File: src/sv/rcf_pkg.sv
// Package for the ring channel FIFO: operation and status codes, register
// map, configuration struct and the element width mask function.
// No dependencies; every other file of the block imports it.
package rcf_pkg;

    // Defaults for the top level parameters
    localparam int MAX_DEPTH_DEF  = 1024;
    localparam int DATA_WIDTH_DEF = 64;

    // Fixed field widths of the item channels
    localparam int OP_W    = 2;
    localparam int INDEX_W = 10;
    localparam int VALUE_W = 64;
    localparam int STAT_W  = 2;
    localparam int OCC_W   = 10;
    localparam int FREE_W  = 11;

    // Register port
    localparam int PADDR_W = 3;
    localparam int PDATA_W = 32;
    localparam int CAPL_W  = 4;
    localparam int EWSEL_W = 2;

    localparam logic [CAPL_W-1:0]  CAPL_RESET  = 4'd10;
    localparam logic [EWSEL_W-1:0] EWSEL_RESET = 2'd3;

    typedef enum logic [0:0] {
        REG_CAPACITY_LOG2     = 1'b0,
        REG_ELEMENT_WIDTH_SEL = 1'b1
    } reg_idx_t;

    typedef enum logic [OP_W-1:0] {
        OP_WRITE = 2'd0,
        OP_READ  = 2'd1,
        OP_GET   = 2'd2,
        OP_SET   = 2'd3
    } op_t;

    typedef enum logic [STAT_W-1:0] {
        ST_OK    = 2'd0,
        ST_EMPTY = 2'd1,
        ST_FULL  = 2'd2
    } status_t;

    typedef enum logic [EWSEL_W-1:0] {
        EW_BYTE = 2'd0,
        EW_HALF = 2'd1,
        EW_WORD = 2'd2,
        EW_LONG = 2'd3
    } ew_sel_t;

    typedef enum logic {
        PH_CLEAR,
        PH_RUN
    } phase_t;

    typedef struct packed {
        logic [CAPL_W-1:0]  capacity_log2;
        logic [EWSEL_W-1:0] element_width_sel;
    } cfg_t;

    // Mask for the selected element width, limited to the stored data width
    function automatic logic [VALUE_W-1:0] width_mask(input logic [EWSEL_W-1:0] sel,
                                                      input int dw);
        int w;
        logic [VALUE_W-1:0] m;
        case (ew_sel_t'(sel))
            EW_BYTE: w = 8;
            EW_HALF: w = 16;
            EW_WORD: w = 32;
            default: w = 64;
        endcase
        if (dw < w) begin
            w = dw;
        end
        if (w >= VALUE_W) begin
            m = '1;
        end else begin
            m = (VALUE_W'(1) << w) - VALUE_W'(1);
        end
        return m;
    endfunction

endpackage

File: src/sv/rcf_cfg.sv
// APB-style configuration registers: capacity_log2 and element_width_sel.
// Depends on rcf_pkg.
module rcf_cfg
    import rcf_pkg::*;
(
    input  logic               clk,
    input  logic               rst_n,
    input  logic               psel,
    input  logic               penable,
    input  logic               pwrite,
    input  logic [PADDR_W-1:0] paddr,
    input  logic [PDATA_W-1:0] pwdata,
    output logic [PDATA_W-1:0] prdata,
    output logic               pready,
    output cfg_t               cfg
);

    cfg_t     cfg_reg;
    logic     wr_en;
    reg_idx_t sel;

    assign pready = 1'b1;
    assign sel    = reg_idx_t'(paddr[2]);
    assign wr_en  = psel && penable && pwrite && pready;
    assign cfg    = cfg_reg;

    // Write a register in the access phase
    always_ff @(posedge clk or negedge rst_n)
    begin
        if (!rst_n)
        begin
            cfg_reg.capacity_log2     <= CAPL_RESET;
            cfg_reg.element_width_sel <= EWSEL_RESET;
        end
        else if (wr_en)
        begin
            case (sel)
                REG_CAPACITY_LOG2:     cfg_reg.capacity_log2     <= pwdata[CAPL_W-1:0];
                REG_ELEMENT_WIDTH_SEL: cfg_reg.element_width_sel <= pwdata[EWSEL_W-1:0];
                default: ;
            endcase
        end
    end

    // Read back the addressed register
    always_comb
    begin
        case (sel)
            REG_CAPACITY_LOG2:     prdata = PDATA_W'(cfg_reg.capacity_log2);
            REG_ELEMENT_WIDTH_SEL: prdata = PDATA_W'(cfg_reg.element_width_sel);
            default:               prdata = '0;
        endcase
    end

endmodule

File: config.mk
export PLATFORM = sky130hd
export DESIGN_NAME = rcf_cfg
export DESIGN_NICKNAME = d
export VERILOG_FILES = /design/src/sv/rcf_pkg.sv /design/src/sv/rcf_cfg.sv
export SDC_FILE = /design/constraint.sdc
export NUM_CORES = 1
export LEC_CHECK = 0
export ABC_AREA = 0
export BUFFER_PORTS_ARGS = -buffer_cell sky130_fd_sc_hd__buf_4
export CAP_MARGIN = 20
export CORE_MARGIN = 4
export CORE_UTILIZATION = 30
export DETAILED_ROUTE_END_ITERATION = 10
export GPL_TIMING_DRIVEN = 0
export PLACE_DENSITY = 0.83
export SLEW_MARGIN = 20
export SYNTH_ARGS = -nofsm -noshare
export SYNTH_HDL_FRONTEND = slang
export SYNTH_SLANG_ARGS = --single-unit
File: constraint.sdc
create_clock -name clk -period 2.2 [get_ports clk]
set_input_delay 0.33 -clock clk [delete_from_list [all_inputs] [get_ports clk]]
set_output_delay 0.33 -clock clk [all_outputs]
set_load 0.02 [all_outputs]
==> metrics.json <==
{
  "top_post_synthesis_cells_by_area": "sky130_fd_sc_hd__buf_4 42%, sky130_fd_sc_hd__dfstp_2 20%, sky130_fd_sc_hd__mux2_2 17%, sky130_fd_sc_hd__dfrtp_1 9.7%, sky130_fd_sc_hd__nand4b_4 4.6%",
  "hold_path.startpoint": "pwdata[2]",
  "post-route-period-util_pct": 62.4,
  "min_to": "cfg[4]",
  "synth.yosys.seq_area_share_pct": 30.0,
  "io_pins": 79,
  "ctsLongestPathBuffers": 2,
  "timing.hold.ws_ps": 325,
  "final.setup_skew_ps": 0,
  "global_route_usage_over_all_layers_pct": 8.50,
  "die_outline_area_um2": 2460,
  "report.power.total_uw": 517,
  "fp.dieH_um": 49.6,
  "drt.antenna.violating_nets": 0,
  "switchingPower_uw": 186,
  "synth_enable_flop_cells": 0,
  "hold_depth": 2,
  "rsz0062_at_grt": "no",
  "synth-warning-count": 0,
  "worst-setup-path-type": "flip-flop to primary output",
  "cp_data_arrival_time_ps": 1040,
  "floorplan.initialDensity_pct": 32.9,
  "worst_setup_path_end_kind": "primary output",
  "yosysUniqueCellTypes": 8,
  "grt_util_met1_pct": 7.18,
  "timing_hold_violations_final": 0,
  "pin_count_of_the_biggest_net_entering_global_routing": 7,
  "timing.rr.end": "cfg[2]",
  "synthesized_cell_area_um2": 518,
  "primary_flip_flop_cell_chosen_by_synthesis_mapping": "sky130_fd_sc_hd__dfstp_2",
  "max_reg_flops": 6,
  "dr_total_vias": 395,
  "synthToLayoutAreaGrowth_pct": 57.2,
  "r2r_start": "cfg[2]",
  "grt_util_met3_pct": 6.02,
  "worst-r2r-cell-count": 1,
  "layout_setup_ws_ps": 826,
  "place_worst_setup_slack_ps": 941,
  "numPlacedInstances": 111,
  "synth_area_leader_cell": "sky130_fd_sc_hd__buf_4",
  "outcome": "complete, no violations",
  "dr.first_iter.drc_count": 0,
  "startpoint_type": "flip-flop",
  "reg2reg_slack_ps": 1430,
  "cts_repair_resize_count": 0,
  "synthesis.area_per_instance_um2": 10.6,
  "setup_violations": 0,
  "ir_drop_mv": 0.212,
  "synth_commonest_cells": "29 x sky130_fd_sc_hd__buf_4, 8 x sky130_fd_sc_hd__mux2_2, 4 x sky130_fd_sc_hd__dfstp_2",
  "crit_fanout": 3,
  "gp_routability_congestion": 0.648,
  "tritoncts_clock_tree": "done",
  "clock_root_buffer": "sky130_fd_sc_hd__clkbuf_4",
  "power.sequential.fraction_pct": 31.7,
  "drc_errors": 0,
  "globalRouteMet2Util_pct": 14.8,
  "total_leakage_power_nw": 0.489,
  "detailedRoute.firstPassIterationCount": 1,
  "worst_skew_pair_later_pin_latency_ps": 230,
  "min_path_type": "input pin to flip-flop",
  "powerDensity_nw_per_um2": 635,
  "power_switching_share_pct": 35.9,
  "flip_flop_and_latch_count_after_synthesis": 6,
  "drv.max_cap_violation_count": 0,
  "clock-sinks": 6,
  "ctsHtreeMaxLevel": 1,
  "finalSetupTns_ps": 0,
  "synth.most_common_cell": "sky130_fd_sc_hd__buf_4",
  "first_global_vias": 378,
  "fmax_mhz": 728,
  "syn_inst": 49,
  "share_comb_of_total_power_pct": 49.9,
  "yosys.area.top_type_share_pct": 42.0,
  "clk_transition_reported_paths_ps": 40,
  "nNetsFinal": 141,
  "final-max-slew-violation-count": 0,
  "worst_ep_required_time_ps": 1870,
  "cell_internal_pwr_uw": 332,
  "congestion_overflow_gr": 0,
  "place.port_buffers": 19,
  "final_period_minus_worst_setup_slack_ps": 1370,
  "placedInstanceArea_um2": 782,
  "p_clk_share_pct": 18.5,
  "num_antenna_cells": 0,
  "route.detailed.wl_per_inst_um": 8.64,
  "avgViaCountPerCell": 3.43,
  "postRouteWirelength_um": 994,
  "top_usage_layer": "met2",
  "finalInstanceArea_um2": 815,
  "final_cell_count_no_fill": 115,
  "share_of_the_core_filled_with_cells_pct": 51.7,
  "floorplan.rows": 14,
  "grt_first_pass_wirelength_um": 1590,
  "grt_antenna_before_repair": 0,
  "tritoncts.num_buffers": 3,
  "drive_above_1_share_pct": 66.7,
  "placeableCoreArea_um2": 1580,
  "synthArstFlopShare_pct": 100,
  "fp.dieW_um": 49.6
}
layout make-up:
cell class              count  area [µm²]
clock buffers               3        22.5
flip-flops and latches      6         155
plain buffers              29         218
fillers                   142         762
multi-input cells          41         246
well taps                  16        20.0
repair buffers             20         153
logic make-up after synthesis:
group	share of synthesized area [%]
DFF	30.0
buffers and inverters	42.0
muxes	17.4
other	1.45
and+or+nand+nor	9.18
power groups by stage:
stage               clock network, mW  registers [mW]  logic [mW]
detailed placement                  0           0.165       0.255
finish                         0.0955           0.164       0.258
global placement                    0           0.164       0.252
floorplan                           0           0.195       0.140
CTS                             0.101           0.164       0.257
global route                    0.110           0.168       0.274
layer usage:
layer	up-vias	routed length [µm]
li1	201	-
met1	162	301
met2	32	496
met3	0	197
met4	0	0
met5	-	0
placed cells by master, fill, tap and decap left out, drive strengths merged:
cell type	netlist	final
buf	29	48
conb	2	29
mux2	8	8
dfstp	4	4
clkbuf	0	3
and2b	2	2
dfrtp	2	2
nand4b	1	1
nand4	1	1
dlygate4sd3	0	1
worst max-delay path, cell delays in order (launching register included):
cell and delay [ps]:
sky130_fd_sc_hd__dfrtp_1 390, sky130_fd_sc_hd__mux2_2 270, sky130_fd_sc_hd__buf_4 160
worst max-delay path by stage:
stage	slack (ps)	end	from	cells past startpoint
6_report	830	prdata[0]	cfg[2]	2
3_3_place_gp	940	prdata[0]	paddr[2]	3
2_1_floorplan	1070	prdata[1]	cfg[3]	1
5_1_grt	780	prdata[0]	cfg[2]	2
4_1_cts	820	prdata[0]	cfg[2]	2
3_5_place_dp	940	prdata[0]	paddr[2]	3
what timing repair did:
| action | 4_1_cts | 5_1_grt |
|---|---|---|
| endpoints found under the hold margin | 2 | 0 |
| setup buffers | 0 | 0 |
| hold buffers | 1 | 0 |
No activity file was read; power rests on OpenSTA's default activity.
